--- src/hbst_pkg.sv ---
// ----------------------------------------------------------------------------
// hbst_pkg
// Shared types and codes for the hash bucket slot table.
// ----------------------------------------------------------------------------
package hbst_pkg;

  localparam int OP_W     = 3;
  localparam int KEY_W    = 32;
  localparam int VAL_W    = 32;
  localparam int STATUS_W = 2;
  localparam int CNT_W    = 5;

  localparam int Q_DEPTH  = 2;
  localparam int Q_PTR_W  = $clog2(Q_DEPTH);
  localparam int Q_CNT_W  = $clog2(Q_DEPTH + 1);

  localparam logic [OP_W-1:0] OP_LOOKUP = 3'd0;
  localparam logic [OP_W-1:0] OP_INSERT = 3'd1;
  localparam logic [OP_W-1:0] OP_REMOVE = 3'd2;
  localparam logic [OP_W-1:0] OP_DUMP   = 3'd3;
  localparam logic [OP_W-1:0] OP_CLEAR  = 3'd4;

  localparam logic [STATUS_W-1:0] ST_OK   = 2'd0;
  localparam logic [STATUS_W-1:0] ST_NONE = 2'd1;
  localparam logic [STATUS_W-1:0] ST_DUP  = 2'd2;
  localparam logic [STATUS_W-1:0] ST_FULL = 2'd3;

  typedef enum logic [2:0] {
    K_LOOKUP,
    K_INSERT,
    K_REMOVE,
    K_DUMP,
    K_CLEAR,
    K_NOP
  } kind_t;

  typedef struct packed {
    kind_t              kind;
    logic [KEY_W-1:0]   key;
    logic [VAL_W-1:0]   value;
  } cmd_t;

  typedef struct packed {
    logic [STATUS_W-1:0] status;
    logic [KEY_W-1:0]    key;
    logic [VAL_W-1:0]    value;
    logic                last;
    logic [CNT_W-1:0]    count;
    logic                full;
    logic                empty;
  } res_t;

endpackage

--- src/hbst_in_if.sv ---
// ----------------------------------------------------------------------------
// hbst_in_if
// Request channel: op, key and value with valid/ready.
// ----------------------------------------------------------------------------
interface hbst_in_if;
  logic                           valid;
  logic                           ready;
  logic [hbst_pkg::OP_W-1:0]      op;
  logic [hbst_pkg::KEY_W-1:0]     key;
  logic [hbst_pkg::VAL_W-1:0]     value;

  modport source (output valid, op, key, value, input ready);
  modport sink   (input valid, op, key, value, output ready);
endinterface

--- src/hbst_out_if.sv ---
// ----------------------------------------------------------------------------
// hbst_out_if
// Result channel: status, entry data, last flag and occupancy.
// ----------------------------------------------------------------------------
interface hbst_out_if;
  logic                           valid;
  logic                           ready;
  logic [hbst_pkg::STATUS_W-1:0]  status;
  logic [hbst_pkg::KEY_W-1:0]     out_key;
  logic [hbst_pkg::VAL_W-1:0]     out_value;
  logic                           last;
  logic [hbst_pkg::CNT_W-1:0]     valid_count;
  logic                           is_full;
  logic                           is_empty;

  modport source (output valid, status, out_key, out_value, last, valid_count, is_full,
                  is_empty, input ready);
  modport sink   (input valid, status, out_key, out_value, last, valid_count, is_full,
                  is_empty, output ready);
endinterface

--- src/hash_bucket_slot_table.sv ---
// ----------------------------------------------------------------------------
// hash_bucket_slot_table
// One hash bucket of SLOTS key/value slots with lookup, insert, remove,
// dump and clear.
//
// in_ch carries op/key/value; out_ch carries status, out_key, out_value,
// last, valid_count, is_full, is_empty. Both use valid/ready; a transfer
// happens on a clock edge with both high. Lookup and dump produce one
// result per matching valid slot in slot order (or one not-found result);
// every other op produces exactly one result. last marks an item's final
// result.
// Path: the accepting edge loads the decode register; the item then passes
// through the queue and the slot compare register, and execute writes the
// first result into the output register.
// Insert, remove, clear and undefined ops visit idle and execute once;
// lookup and dump stay in execute for each result. The slot engine works on
// one item at a time; a 2-deep queue lets requests be taken meanwhile.
// Reset (rst_n low, synchronous) empties the bucket and drops all queued
// items. When out_ch.ready is low the result holds and the engine stalls;
// requests keep filling the queue until it is full.
// ----------------------------------------------------------------------------
module hash_bucket_slot_table #(
  parameter int SLOTS      = 16,
  parameter int KEY_BITS   = 32,
  parameter int VALUE_BITS = 32
) (
  input  logic       clk,
  input  logic       rst_n,
  hbst_in_if.sink    in_ch,
  hbst_out_if.source out_ch
);

  logic            fq_valid;
  logic            fq_ready;
  hbst_pkg::cmd_t  fq_cmd;
  logic            qb_valid;
  logic            qb_ready;
  hbst_pkg::cmd_t  qb_cmd;
  logic            res_valid;
  hbst_pkg::res_t  res;

  hbst_front u_front (
    .clk       (clk),
    .rst_n     (rst_n),
    .in_ch     (in_ch),
    .cmd_valid (fq_valid),
    .cmd_ready (fq_ready),
    .cmd       (fq_cmd)
  );

  hbst_queue u_queue (
    .clk        (clk),
    .rst_n      (rst_n),
    .push_valid (fq_valid),
    .push_ready (fq_ready),
    .push_cmd   (fq_cmd),
    .pop_valid  (qb_valid),
    .pop_ready  (qb_ready),
    .pop_cmd    (qb_cmd)
  );

  hbst_back #(
    .SLOTS      (SLOTS),
    .KEY_BITS   (KEY_BITS),
    .VALUE_BITS (VALUE_BITS)
  ) u_back (
    .clk       (clk),
    .rst_n     (rst_n),
    .cmd_valid (qb_valid),
    .cmd_ready (qb_ready),
    .cmd       (qb_cmd),
    .res_valid (res_valid),
    .res_ready (out_ch.ready),
    .res       (res)
  );

  assign out_ch.valid       = res_valid;
  assign out_ch.status      = res.status;
  assign out_ch.out_key     = res.key;
  assign out_ch.out_value   = res.value;
  assign out_ch.last        = res.last;
  assign out_ch.valid_count = res.count;
  assign out_ch.is_full     = res.full;
  assign out_ch.is_empty    = res.empty;

endmodule

--- src/hbst_front.sv ---
// ----------------------------------------------------------------------------
// hbst_front
// Accepts request items, decodes the op and registers the command.
// ----------------------------------------------------------------------------
module hbst_front (
  input  logic               clk,
  input  logic               rst_n,
  hbst_in_if.sink            in_ch,
  output logic               cmd_valid,
  input  logic               cmd_ready,
  output hbst_pkg::cmd_t     cmd
);

  logic            fr_valid_r;
  hbst_pkg::cmd_t  fr_cmd_r;
  hbst_pkg::kind_t kind;

  always_comb begin
    unique case (in_ch.op)
      hbst_pkg::OP_LOOKUP: kind = hbst_pkg::K_LOOKUP;
      hbst_pkg::OP_INSERT: kind = hbst_pkg::K_INSERT;
      hbst_pkg::OP_REMOVE: kind = hbst_pkg::K_REMOVE;
      hbst_pkg::OP_DUMP:   kind = hbst_pkg::K_DUMP;
      hbst_pkg::OP_CLEAR:  kind = hbst_pkg::K_CLEAR;
      default:             kind = hbst_pkg::K_NOP;
    endcase
  end

  assign in_ch.ready = !fr_valid_r || cmd_ready;
  assign cmd_valid   = fr_valid_r;
  assign cmd         = fr_cmd_r;

  always_ff @(posedge clk) begin
    if (!rst_n) begin
      fr_valid_r <= 1'b0;
    end else if (in_ch.ready) begin
      fr_valid_r <= in_ch.valid;
    end
    if (in_ch.ready && in_ch.valid) begin
      fr_cmd_r.kind  <= kind;
      fr_cmd_r.key   <= in_ch.key;
      fr_cmd_r.value <= in_ch.value;
    end
  end

endmodule

--- src/hbst_queue.sv ---
// ----------------------------------------------------------------------------
// hbst_queue
// Short command queue between the decode front and the slot engine.
// ----------------------------------------------------------------------------
module hbst_queue (
  input  logic               clk,
  input  logic               rst_n,
  input  logic               push_valid,
  output logic               push_ready,
  input  hbst_pkg::cmd_t     push_cmd,
  output logic               pop_valid,
  input  logic               pop_ready,
  output hbst_pkg::cmd_t     pop_cmd
);

  hbst_pkg::cmd_t                  mem_r [hbst_pkg::Q_DEPTH];
  logic [hbst_pkg::Q_PTR_W-1:0]    wr_ptr_r;
  logic [hbst_pkg::Q_PTR_W-1:0]    rd_ptr_r;
  logic [hbst_pkg::Q_CNT_W-1:0]    cnt_r;
  logic                            do_push;
  logic                            do_pop;

  assign push_ready = cnt_r != hbst_pkg::Q_CNT_W'(hbst_pkg::Q_DEPTH);
  assign pop_valid  = cnt_r != '0;
  assign pop_cmd    = mem_r[rd_ptr_r];
  assign do_push    = push_valid && push_ready;
  assign do_pop     = pop_valid && pop_ready;

  always_ff @(posedge clk) begin
    if (!rst_n) begin
      wr_ptr_r <= '0;
      rd_ptr_r <= '0;
      cnt_r    <= '0;
    end else begin
      if (do_push) wr_ptr_r <= wr_ptr_r + 1'b1;
      if (do_pop)  rd_ptr_r <= rd_ptr_r + 1'b1;
      if (do_push && !do_pop)      cnt_r <= cnt_r + 1'b1;
      else if (do_pop && !do_push) cnt_r <= cnt_r - 1'b1;
    end
    if (do_push) mem_r[wr_ptr_r] <= push_cmd;
  end

endmodule

--- src/hbst_back.sv ---
// ----------------------------------------------------------------------------
// hbst_back
// Slot engine: holds the bucket, compares all slots at once, applies the
// command and streams results through an output register.
// ----------------------------------------------------------------------------
module hbst_back #(
  parameter int SLOTS      = 16,
  parameter int KEY_BITS   = 32,
  parameter int VALUE_BITS = 32
) (
  input  logic               clk,
  input  logic               rst_n,
  input  logic               cmd_valid,
  output logic               cmd_ready,
  input  hbst_pkg::cmd_t     cmd,
  output logic               res_valid,
  input  logic               res_ready,
  output hbst_pkg::res_t     res
);

  localparam int IW = (SLOTS > 1) ? $clog2(SLOTS) : 1;
  localparam int CW = $clog2(SLOTS + 1);

  typedef enum logic {B_IDLE, B_EXEC} bstate_t;

  bstate_t                 state_r;
  logic [KEY_BITS-1:0]     keys_r [SLOTS];
  logic [VALUE_BITS-1:0]   vals_r [SLOTS];
  logic [SLOTS-1:0]        valid_r;
  logic [CW-1:0]           cnt_r;
  logic [SLOTS-1:0]        hit_r;
  hbst_pkg::cmd_t          cmd_r;
  logic                    out_valid_r;
  hbst_pkg::res_t          res_r;

  logic [KEY_BITS-1:0]     head_k;
  logic [VALUE_BITS-1:0]   head_v;
  logic [KEY_BITS-1:0]     cur_k;
  logic [VALUE_BITS-1:0]   cur_v;
  logic [SLOTS-1:0]        key_eq;
  logic [SLOTS-1:0]        kv_eq;
  logic [SLOTS-1:0]        sel_hit;
  logic [SLOTS-1:0]        low_hit;
  logic [SLOTS-1:0]        rest_hit;
  logic [SLOTS-1:0]        free_oh;
  logic [IW-1:0]           hit_idx;
  logic                    out_free;
  logic                    fire;
  logic                    any_hit;
  logic                    do_ins;
  logic                    do_rem;
  logic                    do_clr;
  logic                    is_scan;
  logic [CW-1:0]           cnt_nxt;
  hbst_pkg::res_t          res_nxt;

  assign head_k = KEY_BITS'(cmd.key);
  assign head_v = VALUE_BITS'(cmd.value);
  assign cur_k  = KEY_BITS'(cmd_r.key);
  assign cur_v  = VALUE_BITS'(cmd_r.value);

  always_comb begin
    for (int s = 0; s < SLOTS; s++) begin
      key_eq[s] = valid_r[s] && (keys_r[s] == head_k);
      kv_eq[s]  = key_eq[s] && (vals_r[s] == head_v);
    end
  end

  always_comb begin
    unique case (cmd.kind)
      hbst_pkg::K_LOOKUP: sel_hit = key_eq;
      hbst_pkg::K_DUMP:   sel_hit = valid_r;
      default:            sel_hit = kv_eq;
    endcase
  end

  assign low_hit  = hit_r & (~hit_r + 1'b1);
  assign rest_hit = hit_r & ~low_hit;
  assign free_oh  = ~valid_r & (valid_r + 1'b1);
  assign any_hit  = |hit_r;

  always_comb begin
    hit_idx = '0;
    for (int s = 0; s < SLOTS; s++) begin
      if (low_hit[s]) hit_idx = hit_idx | IW'(s);
    end
  end

  assign out_free  = !out_valid_r || res_ready;
  assign fire      = (state_r == B_EXEC) && out_free;
  assign cmd_ready = (state_r == B_IDLE);
  assign is_scan   = (cmd_r.kind == hbst_pkg::K_LOOKUP) || (cmd_r.kind == hbst_pkg::K_DUMP);
  assign do_ins    = fire && (cmd_r.kind == hbst_pkg::K_INSERT) && !any_hit && !(&valid_r);
  assign do_rem    = fire && (cmd_r.kind == hbst_pkg::K_REMOVE) && any_hit;
  assign do_clr    = fire && (cmd_r.kind == hbst_pkg::K_CLEAR);

  always_comb begin
    cnt_nxt = cnt_r;
    if (do_ins)      cnt_nxt = cnt_r + 1'b1;
    else if (do_rem) cnt_nxt = cnt_r - 1'b1;
    else if (do_clr) cnt_nxt = '0;
  end

  always_comb begin
    res_nxt.status = hbst_pkg::ST_NONE;
    res_nxt.key    = cmd_r.key;
    res_nxt.value  = '0;
    res_nxt.last   = 1'b1;
    res_nxt.count  = hbst_pkg::CNT_W'(cnt_nxt);
    res_nxt.full   = cnt_nxt == CW'(SLOTS);
    res_nxt.empty  = cnt_nxt == '0;
    unique case (cmd_r.kind)
      hbst_pkg::K_LOOKUP, hbst_pkg::K_DUMP: begin
        if (any_hit) begin
          res_nxt.status = hbst_pkg::ST_OK;
          res_nxt.value  = hbst_pkg::VAL_W'(vals_r[hit_idx]);
          res_nxt.last   = rest_hit == '0;
          if (cmd_r.kind == hbst_pkg::K_DUMP) res_nxt.key = hbst_pkg::KEY_W'(keys_r[hit_idx]);
        end
      end
      hbst_pkg::K_INSERT: begin
        res_nxt.value = cmd_r.value;
        if (any_hit)           res_nxt.status = hbst_pkg::ST_DUP;
        else if (&valid_r)     res_nxt.status = hbst_pkg::ST_FULL;
        else                   res_nxt.status = hbst_pkg::ST_OK;
      end
      hbst_pkg::K_REMOVE: begin
        res_nxt.value  = cmd_r.value;
        res_nxt.status = any_hit ? hbst_pkg::ST_OK : hbst_pkg::ST_NONE;
      end
      hbst_pkg::K_CLEAR: res_nxt.status = hbst_pkg::ST_OK;
      default:           res_nxt.status = hbst_pkg::ST_NONE;
    endcase
  end

  assign res_valid = out_valid_r;
  assign res       = res_r;

  always_ff @(posedge clk) begin
    if (!rst_n) begin
      state_r     <= B_IDLE;
      out_valid_r <= 1'b0;
      valid_r     <= '0;
      cnt_r       <= '0;
    end else begin
      if (fire)           out_valid_r <= 1'b1;
      else if (res_ready) out_valid_r <= 1'b0;
      unique case (state_r)
        B_IDLE: begin
          if (cmd_valid) begin
            cmd_r   <= cmd;
            hit_r   <= sel_hit;
            state_r <= B_EXEC;
          end
        end
        B_EXEC: begin
          if (fire) begin
            res_r       <= res_nxt;
            cnt_r       <= cnt_nxt;
            hit_r       <= rest_hit;
            if (!is_scan || !any_hit || (rest_hit == '0)) state_r <= B_IDLE;
            if (do_clr) valid_r <= '0;
            for (int s = 0; s < SLOTS; s++) begin
              if (do_ins && free_oh[s]) begin
                valid_r[s] <= 1'b1;
                keys_r[s]  <= cur_k;
                vals_r[s]  <= cur_v;
              end
              if (do_rem && low_hit[s]) valid_r[s] <= 1'b0;
            end
          end
        end
        default: state_r <= B_IDLE;
      endcase
    end
  end

endmodule

--- src/flat_wrapper.sv ---
// flat-port wrapper written by rule: the top's interface ports become plain ports
module hash_bucket_slot_table_flat 
#(
  parameter int SLOTS      = 16,
  parameter int KEY_BITS   = 32,
  parameter int VALUE_BITS = 32
)
  (clk, rst_n, in_ch_valid, in_ch_op, in_ch_key, in_ch_value, in_ch_ready, out_ch_valid, out_ch_status, out_ch_out_key, out_ch_out_value, out_ch_last, out_ch_valid_count, out_ch_is_full, out_ch_is_empty, out_ch_ready);
  hbst_in_if in_ch_i ();
  hbst_out_if out_ch_i ();
  input  logic clk;
  input  logic rst_n;
  input wire logic [$bits(in_ch_i.valid)-1:0] in_ch_valid;
  input wire logic [$bits(in_ch_i.op)-1:0] in_ch_op;
  input wire logic [$bits(in_ch_i.key)-1:0] in_ch_key;
  input wire logic [$bits(in_ch_i.value)-1:0] in_ch_value;
  output wire logic [$bits(in_ch_i.ready)-1:0] in_ch_ready;
  output wire logic [$bits(out_ch_i.valid)-1:0] out_ch_valid;
  output wire logic [$bits(out_ch_i.status)-1:0] out_ch_status;
  output wire logic [$bits(out_ch_i.out_key)-1:0] out_ch_out_key;
  output wire logic [$bits(out_ch_i.out_value)-1:0] out_ch_out_value;
  output wire logic [$bits(out_ch_i.last)-1:0] out_ch_last;
  output wire logic [$bits(out_ch_i.valid_count)-1:0] out_ch_valid_count;
  output wire logic [$bits(out_ch_i.is_full)-1:0] out_ch_is_full;
  output wire logic [$bits(out_ch_i.is_empty)-1:0] out_ch_is_empty;
  input wire logic [$bits(out_ch_i.ready)-1:0] out_ch_ready;
  assign in_ch_i.valid = in_ch_valid;
  assign in_ch_i.op = in_ch_op;
  assign in_ch_i.key = in_ch_key;
  assign in_ch_i.value = in_ch_value;
  assign in_ch_ready = in_ch_i.ready;
  assign out_ch_valid = out_ch_i.valid;
  assign out_ch_status = out_ch_i.status;
  assign out_ch_out_key = out_ch_i.out_key;
  assign out_ch_out_value = out_ch_i.out_value;
  assign out_ch_last = out_ch_i.last;
  assign out_ch_valid_count = out_ch_i.valid_count;
  assign out_ch_is_full = out_ch_i.is_full;
  assign out_ch_is_empty = out_ch_i.is_empty;
  assign out_ch_i.ready = out_ch_ready;
  hash_bucket_slot_table #(.SLOTS(SLOTS), .KEY_BITS(KEY_BITS), .VALUE_BITS(VALUE_BITS)) u_core (.clk(clk), .rst_n(rst_n), .in_ch(in_ch_i), .out_ch(out_ch_i));
endmodule
--- config.mk ---
export PLATFORM = sky130hd
export DESIGN_NAME = hash_bucket_slot_table_flat
export DESIGN_NICKNAME = d
export VERILOG_FILES = /design/src/hbst_pkg.sv /design/src/hbst_in_if.sv /design/src/hbst_out_if.sv /design/src/hash_bucket_slot_table.sv /design/src/hbst_front.sv /design/src/hbst_queue.sv /design/src/hbst_back.sv /design/src/flat_wrapper.sv
export SDC_FILE = /design/constraint.sdc
export NUM_CORES = 2
export LEC_CHECK = 0
export BUFFER_PORTS_ARGS = -buffer_cell sky130_fd_sc_hd__buf_2
export CORE_UTILIZATION = 30
export DETAILED_ROUTE_END_ITERATION = 10
export GPL_TIMING_DRIVEN = 0
export SLEW_MARGIN = 20
export SYNTH_ARGS = -nofsm -noshare
export SYNTH_HDL_FRONTEND = slang
export SYNTH_HIERARCHICAL = 1
export SYNTH_SLANG_ARGS = --single-unit
--- constraint.sdc ---
create_clock -name clk -period 13.5 [get_ports clk]
set_input_delay 3.375 -clock clk [delete_from_list [all_inputs] [get_ports clk]]
set_output_delay 3.375 -clock clk [all_outputs]
set_load 0.02 [all_outputs]
-- Word level (Yosys, flattened, before mapping)
Memories as Yosys holds them, arrays and structs flattened. A register that Yosys moved wholly into a read port is not among the register bits.
Index checks and enable logic that the tools add are counted.
- input port bits: 71
- memories: 3
- bits in writable memories: 1158
- word-level logic and storage cells: 513
- flip-flop bits (word level): 252
- memory list (name ; depth ; bits a word ; rd ports ; clocked after memory_dff ; write ports ; RTL line ; source):
    u_core.u_back.keys_r ; 16 ; 32 ; 17 ; 0 ; 1 ; hbst_back.sv:27 ; logic [KEY_BITS-1:0] keys_r [SLOTS];
    u_core.u_back.vals_r ; 16 ; 32 ; 17 ; 0 ; 1 ; hbst_back.sv:28 ; logic [VALUE_BITS-1:0] vals_r [SLOTS];
    u_core.u_queue.mem_r ; 2 ; 67 ; 1 ; 1 ; 1 ; hbst_queue.sv:16 ; hbst_pkg::cmd_t mem_r [hbst_pkg::Q_DEPTH];
- eq/ne operators: 45
- muxes and demuxes: 246
- reduce and logical (&&, ||, !) cells: 167
- bitwise gates (word level): 7
- $add $sub $neg: 8
- operators by type and width (operator ; number):
    == test 32 bit ; 32
    two-way mux 32 bit ; 32
    OR reduction 32 bit ; 30
    two-way mux 1 bit ; 153
    two-way mux 4 bit ; 38
    logical AND 1 bit ; 76
    two-way mux 66 bit ; 1
    one-hot mux 16 bit (2 select lines) ; 2
    one-hot mux 32 bit (2 select lines) ; 1
    AND reduction 3 bit ; 19
    AND 16 bit ; 3
    two-way mux 16 bit ; 3
    inverter 16 bit ; 3
    nonzero test 3 bit ; 16
    adder 16 x 1 -> 16 bit, second input constant ; 2
    zero test 16 bit ; 1
    AND reduction 16 bit ; 1
    OR reduction 16 bit ; 1
    == test 3 x 2 -> 1 bit, second input constant ; 5
    two-way mux 5 bit ; 3
    one-hot mux 3 bit (5 select lines) ; 1
    two-way mux 2 bit ; 6
    two-way mux 3 bit ; 4
    zero test 3 bit ; 3
    19 further kinds ; 37

-- Logic depth before layout (Yosys ltp)
- depth in word-level cells: 28
- depth in mapped cells: 12
- depth with buffers taken out: 8

-- By module
Netlist, hierarchy kept.
- by module, submodules not included (module ; sequential area each (um^2) ; instances ; area an instance (um^2) ; cells each):
    hbst_back ; 35924.5 ; 1 ; 58412.3 ; 4770
    hbst_queue ; 4124.0 ; 1 ; 5077.4 ; 232
    hbst_front ; 2031.9 ; 1 ; 2087.0 ; 75

-- Least setup slack after synthesis
OpenSTA, ideal clock, no wires.
- path kind: input to register
- from: input port out_ch_ready
- to: memory u_core.u_back.keys_r[6][0], enable pin
- data required time: 12856 ps
- stages: 8
- path slack: 2448 ps
- library setup time: 644 ps
- arrival time: 10408 ps
- cell sequence: nand2b_1 > nand2_1 > nor2_1 > and3_1 > buf_4 > buf_6 > nand2_1 > nor4_1
- word-level cells in the longest chain between the ends: 27
- elaborated cells on any way between the ends: 146
- RTL lines (element ; RTL line ; source):
    from (decl) ; flat_wrapper.sv:26 ; input wire logic [$bits(out_ch_i.ready)-1:0] out_ch_ready;
    logical OR 1 bit * ; hbst_back.sv:89 ; assign out_free = !out_valid_r || res_ready;
    logical AND 1 bit * ; hbst_back.sv:90 ; assign fire = (state_r == B_EXEC) && out_free;
    logical AND 1 bit (3 in a row) ; hbst_back.sv:93 ; assign do_ins = fire && (cmd_r.kind == hbst_pkg::K_INSERT) && !any_hit && !(&valid_r);
    logical AND 1 bit ; hbst_back.sv:164 ; if (do_ins && free_oh[s]) begin
    two-way mux 1 bit ; hbst_back.sv:164 ;
    two-way mux 1 bit ; hbst_back.sv:157 ; if (fire) begin
    two-way mux 1 bit ; hbst_back.sv:148 ; unique case (state_r)
    two-way mux 1 bit ; hbst_back.sv:140 ; if (!rst_n) begin
    two-way mux 1 bit (not written as such) ; hbst_back.sv:166 ; keys_r[s] <= cur_k;
    OR reduction 32 bit (no line) ; -- ;
    two-way mux 4 bit (no line) or two-way mux 1 bit (tied branches) (15 in a row) ; -- ;
    to (decl) ; hbst_back.sv:27 ;
Mark *: on every way between the ends. The rest lies on a longest branch, timed or not.

-- Worst setup path after layout
- from: input port out_ch_ready
- to: memory u_core.u_back.vals_r[11][12], enable pin
- word-level cells in the longest chain between the ends: 27
- elaborated cells on any way between the ends: 146
- RTL lines (element ; RTL line ; source):
    logical OR 1 bit * ; hbst_back.sv:89 ;
    logical AND 1 bit * ; hbst_back.sv:90 ;
    logical AND 1 bit (3 in a row) ; hbst_back.sv:93 ;
    logical AND 1 bit ; hbst_back.sv:164 ;
    two-way mux 1 bit ; hbst_back.sv:164 ;
    two-way mux 1 bit ; hbst_back.sv:157 ;
    two-way mux 1 bit ; hbst_back.sv:148 ;
    two-way mux 1 bit ; hbst_back.sv:140 ;
    two-way mux 1 bit (not written as such) ; hbst_back.sv:167 ; vals_r[s] <= cur_v;
    OR reduction 32 bit (no line) ; -- ;
    two-way mux 4 bit (no line) or two-way mux 1 bit (tied branches) (15 in a row) ; -- ;
    to (decl) ; hbst_back.sv:28 ;
Marked as above.

==> summary.md <==
| Metric | Value |
|---|---|
| Post-DR wirelength/cell | `38.8 um` |
| RSZ-0062 raised after global routing | `no` |
| Number of I/O pins | `147` |
| Final worst slack | `7.10 ns` |
| P per Cell Area | `200 nW/um2` |
| Antenna violations before repair | `35` |
| Rel. slew slack | `0.104` |
| Worst-case clock buffer depth | `3` |
| Core footprint | `217000 um2` |
| Slew Limit Fails | `0` |
| Final Cycle Share | `0.474` |
| Area delta synth->final | `17.3%` |
| Routed vias | `49500` |
| Total GRT Usage | `0.293` |
| Setup WS pre-CTS | `6.36 ns` |
| Initial DRC Count | `9096` |
| Count of cell types in the netlist | `85` |
| Largest net degree at the start of global routing | `68` |
| Worst Setup Start Kind | `primary input` |
| Syn avg cell area | `12.9 um2` |
| Drt pass-1 iters | `6` |
| Layout Utilization | `0.354` |
| Filler cells | `21200` |
| Final setup fails | `0` |
| Post-DP HPWL | `256 mm` |
| Period minus WS final | `6.40 ns` |
| Yosys warns | `6` |
| CTS H-tree lvls | `4` |
| Row cnt | `171` |
| HP Class | `reg2reg` |
| Worst Hold Slack | `0.441 ns` |
| Die height | `470 um` |
| Final hold vios | `0` |
| Top achievable clock speed | `156 MHz` |
| Final Instance Area | `76900 um2` |
| Dominant synthesized flop cell | `edfxtp_1` |
| Final non-filler cell total | `8550` |
| Slowest-stage cell, CP | `nor3_2` |
| TritonCTS buffer count | `163` |
| Synthesized net count | `5151` |
| CP most frequent cell | `buf_4` |
| Layout cell share with drive strength beyond 1 | `0.140` |
| Max incr delay on CP | `0.63 ns` |
| Vias per inst | `5.78` |
| Final WL | `332 mm` |
| Status | `finished, final reports clean` |
| Inst Count DP | `8251` |
| Cts repair resizes | `0` |
| Vias in the first global route | `45100` |
| Number of synthesized flops with an enable pin | `1382` |
| Clk root buf | `clkbuf_16` |
| Crit-path leading delay family | `buffers and inverters` |
| Nets | `5638` |
| Detail Route Antenna Nets | `0` |
| Total die area | `220000 um2` |
| Sequential fraction of the synthesis area | `0.642` |
| Worst path bufs/invs | `10` |
| DRC viols | `0` |
| Clock transition at path regs | `0.06 ns` |
| Synth Instances | `5077` |
| Routability cong. | `1.07` |
| Critical Path AT | `6.94 ns` |
| CP Max Fanout | `10` |
| Worst setup EP type | `flop` |
| Crit path kind | `in2reg` |
| VDD IR-drop max | `93.3 uV` |
| Async SR Flop Fraction | `0` |
| Area of the mapped netlist | `65600 um2` |
| Tightest Pin Transition | `1.33 ns` |
| Die Wd | `470 um` |
| Seq cells post-synth | `1411` |
| Port-buffer cells | `146` |
| Max Cap Viol | `0` |
| Sink Count | `1411` |
| Data required time of the critical path | `14.05 ns` |
| Skew-Pair Late Insertion Delay | `0.85 ns` |
| Number of setup buffers added after CTS | `0` |
| CTS tree | `yes` |
| Leakage power total | `25.5 nW` |
| Starting Density | `0.302` |
| Multi-input logic area | `22200 um2` |
| Area post-placement | `71800 um2` |
| Total grt overflow | `0` |
| First-pass GRT wire length | `431 mm` |
| Sequential cell area | `42100 um2` |
| Worst path cell trace | `buf_2 > nand2b_1 > nand2_1 > nor2_1 > and3_1 > buf_4 > buf_6 > nand3_1 > nor3_2 > buf_4 > buf_4 > buf_4 > buf_4 > buf_6 > buf_4 > buf_6` |
| Hold Buf Count CTS | `0` |
| Layout Skew | `0.0283 ns` |
## worst register-to-register path: cells and delay by family (launching register included)
family | cells | cell delay (ns)
AO/OA/AOI/OAI | 3 | 1.05
multiplexers | 1 | 0.28
AND/OR/NAND/NOR | 3 | 1.46
XOR/XNOR | 1 | 0.41
flip-flops | 1 | 0.36
buffers and inverters | 4 | 2.00
## per-layer routing
metal  wire [um]  vias up  share of wire  track usage
met4       15300       24          0.046        0.120
met3       44100      591           0.13       0.0867
li1            -    19700              -            -
met5         149        -        0.00045            0
met1      138000    25400           0.41        0.417
met2      135000     3826           0.41        0.409
## flip-flops by register name, indices dropped and copies added, names as in the netlist, 16 cells and up, named ones only
signal                 count
u_core/u_back/cur_k       32
u_core/u_back/cur_v       32
u_core/u_back/hit_r       16
u_core/u_back/keys_r     512
u_core/u_back/res         74
u_core/u_back/valid_r     16
u_core/u_back/vals_r     512
u_core/u_front/cmd        67
u_core/u_queue/mem_r     134
## report_power, final
| group | total (mW) | switching (mW) | internal [mW] |
|---|---|---|---|
| registers | 5.51 | 0.304 | 5.20 |
| logic | 5.55 | 4.26 | 1.29 |
| clock network | 4.34 | 1.90 | 2.45 |
| total | 15.4 | 6.47 | 8.93 |
## synth_stat cells (all sizes together) (4+ instances only)
cell type | count | area [um2]
edfxtp | 1382 | 41500
nand2 | 805 | 3020
xnor2 | 515 | 4510
xor2 | 513 | 4490
nand3 | 456 | 2280
clkbuf | 219 | 822
nand4 | 197 | 1230
nor4 | 168 | 1070
buf | 117 | 627
mux2i | 105 | 1050
mux2 | 75 | 845
o2111ai | 50 | 438
o21ai | 49 | 253
nor2 | 44 | 165
a32oi | 36 | 315
o31ai | 36 | 270
dfxtp | 29 | 581
a2bb2oi | 25 | 219
o32ai | 25 | 219
a21oi | 21 | 109
nor3 | 20 | 133
and2 | 19 | 121
and3 | 17 | 111
inv | 16 | 60.1
a211oi | 15 | 118
o211ai | 14 | 110
a31oi | 11 | 68.8
nand2b | 9 | 71.3
a311oi | 6 | 52.6
nor3b | 6 | 45.0
or2 | 6 | 37.5
a21boi | 5 | 41.3
a22oi | 5 | 37.5
o22ai | 5 | 31.3
or3 | 5 | 36.3
nor2b | 4 | 25.0
o21a | 4 | 31.3
## path summary, 6_finish.rpt
| kind | end | slack (ns) | cells past startpoint | startpoint |
|---|---|---|---|---|
| worst max-delay path | u_core/u_back/vals_r[11][12] | 7.10 | 16 | out_ch_ready |
| worst max register to register | u_core/u_back/hit_r[7] | 7.77 | 12 | flop |
| worst min-delay path | u_core/u_queue/mem_r[1][45] | 0.44 | 0 | u_core/u_front/cmd[45] |
| worst min register to register | u_core/u_queue/mem_r[1][45] | 0.44 | 0 | u_core/u_front/cmd[45] |
## final cells by class
cell class / count / area share
plain buffers: 336 / 0.0192
inverters: 16 / 0.000878
clock buffers: 205 / 0.0564
multi-input cells: 3314 / 0.288
clock inverters: 82 / 0.00927
diodes: 10 / 0.000325
repair buffers: 322 / 0.0325
well taps: 2854 / 0.0464
flip-flops and latches: 1411 / 0.547
## through the flow
step | power, mW | setup TNS (ns)
after floorplan | 7.99 | 0
after global placement | 10.9 | -3083.77
after detailed placement | 10.8 | 0
after CTS | 15.2 | 0
after global routing | 15.6 | 0
final | 15.4 | 0
## cells in the final DEF, fill, tap and decap left out, types with 29 or more instances in the layout
| cell type | instances |
|---|---|
| nand4_1 | 197 |
| buf_6 | 40 |
| edfxtp_1 | 1382 |
| a32oi_1 | 36 |
| mux2_2 | 72 |
| clkbuf_16 | 166 |
| xnor2_1 | 512 |
| xor2_1 | 513 |
| o31ai_1 | 36 |
| nand3_1 | 456 |
| buf_4 | 103 |
| buf_2 | 252 |
| nor2_1 | 39 |
| clkbuf_1 | 236 |
| mux2i_1 | 105 |
| nor4_1 | 156 |
| o21ai_0 | 42 |
| dfxtp_1 | 29 |
| o2111ai_1 | 50 |
| nand2_1 | 805 |
## logic make-up (layout without fill, tap and decap cells)
family	after synthesis	count (layout)	share of synthesized area
compound gates	335	335	0.0394
flops	1411	1411	0.642
buf+inv	352	961	0.0230
xor+xnor	1028	1028	0.137
fa+ha+maj	4	4	0.000725
simple gates	1767	1767	0.129
other cells	0	10	0
mux	180	180	0.0289
(Power assumes the default switching activity.)
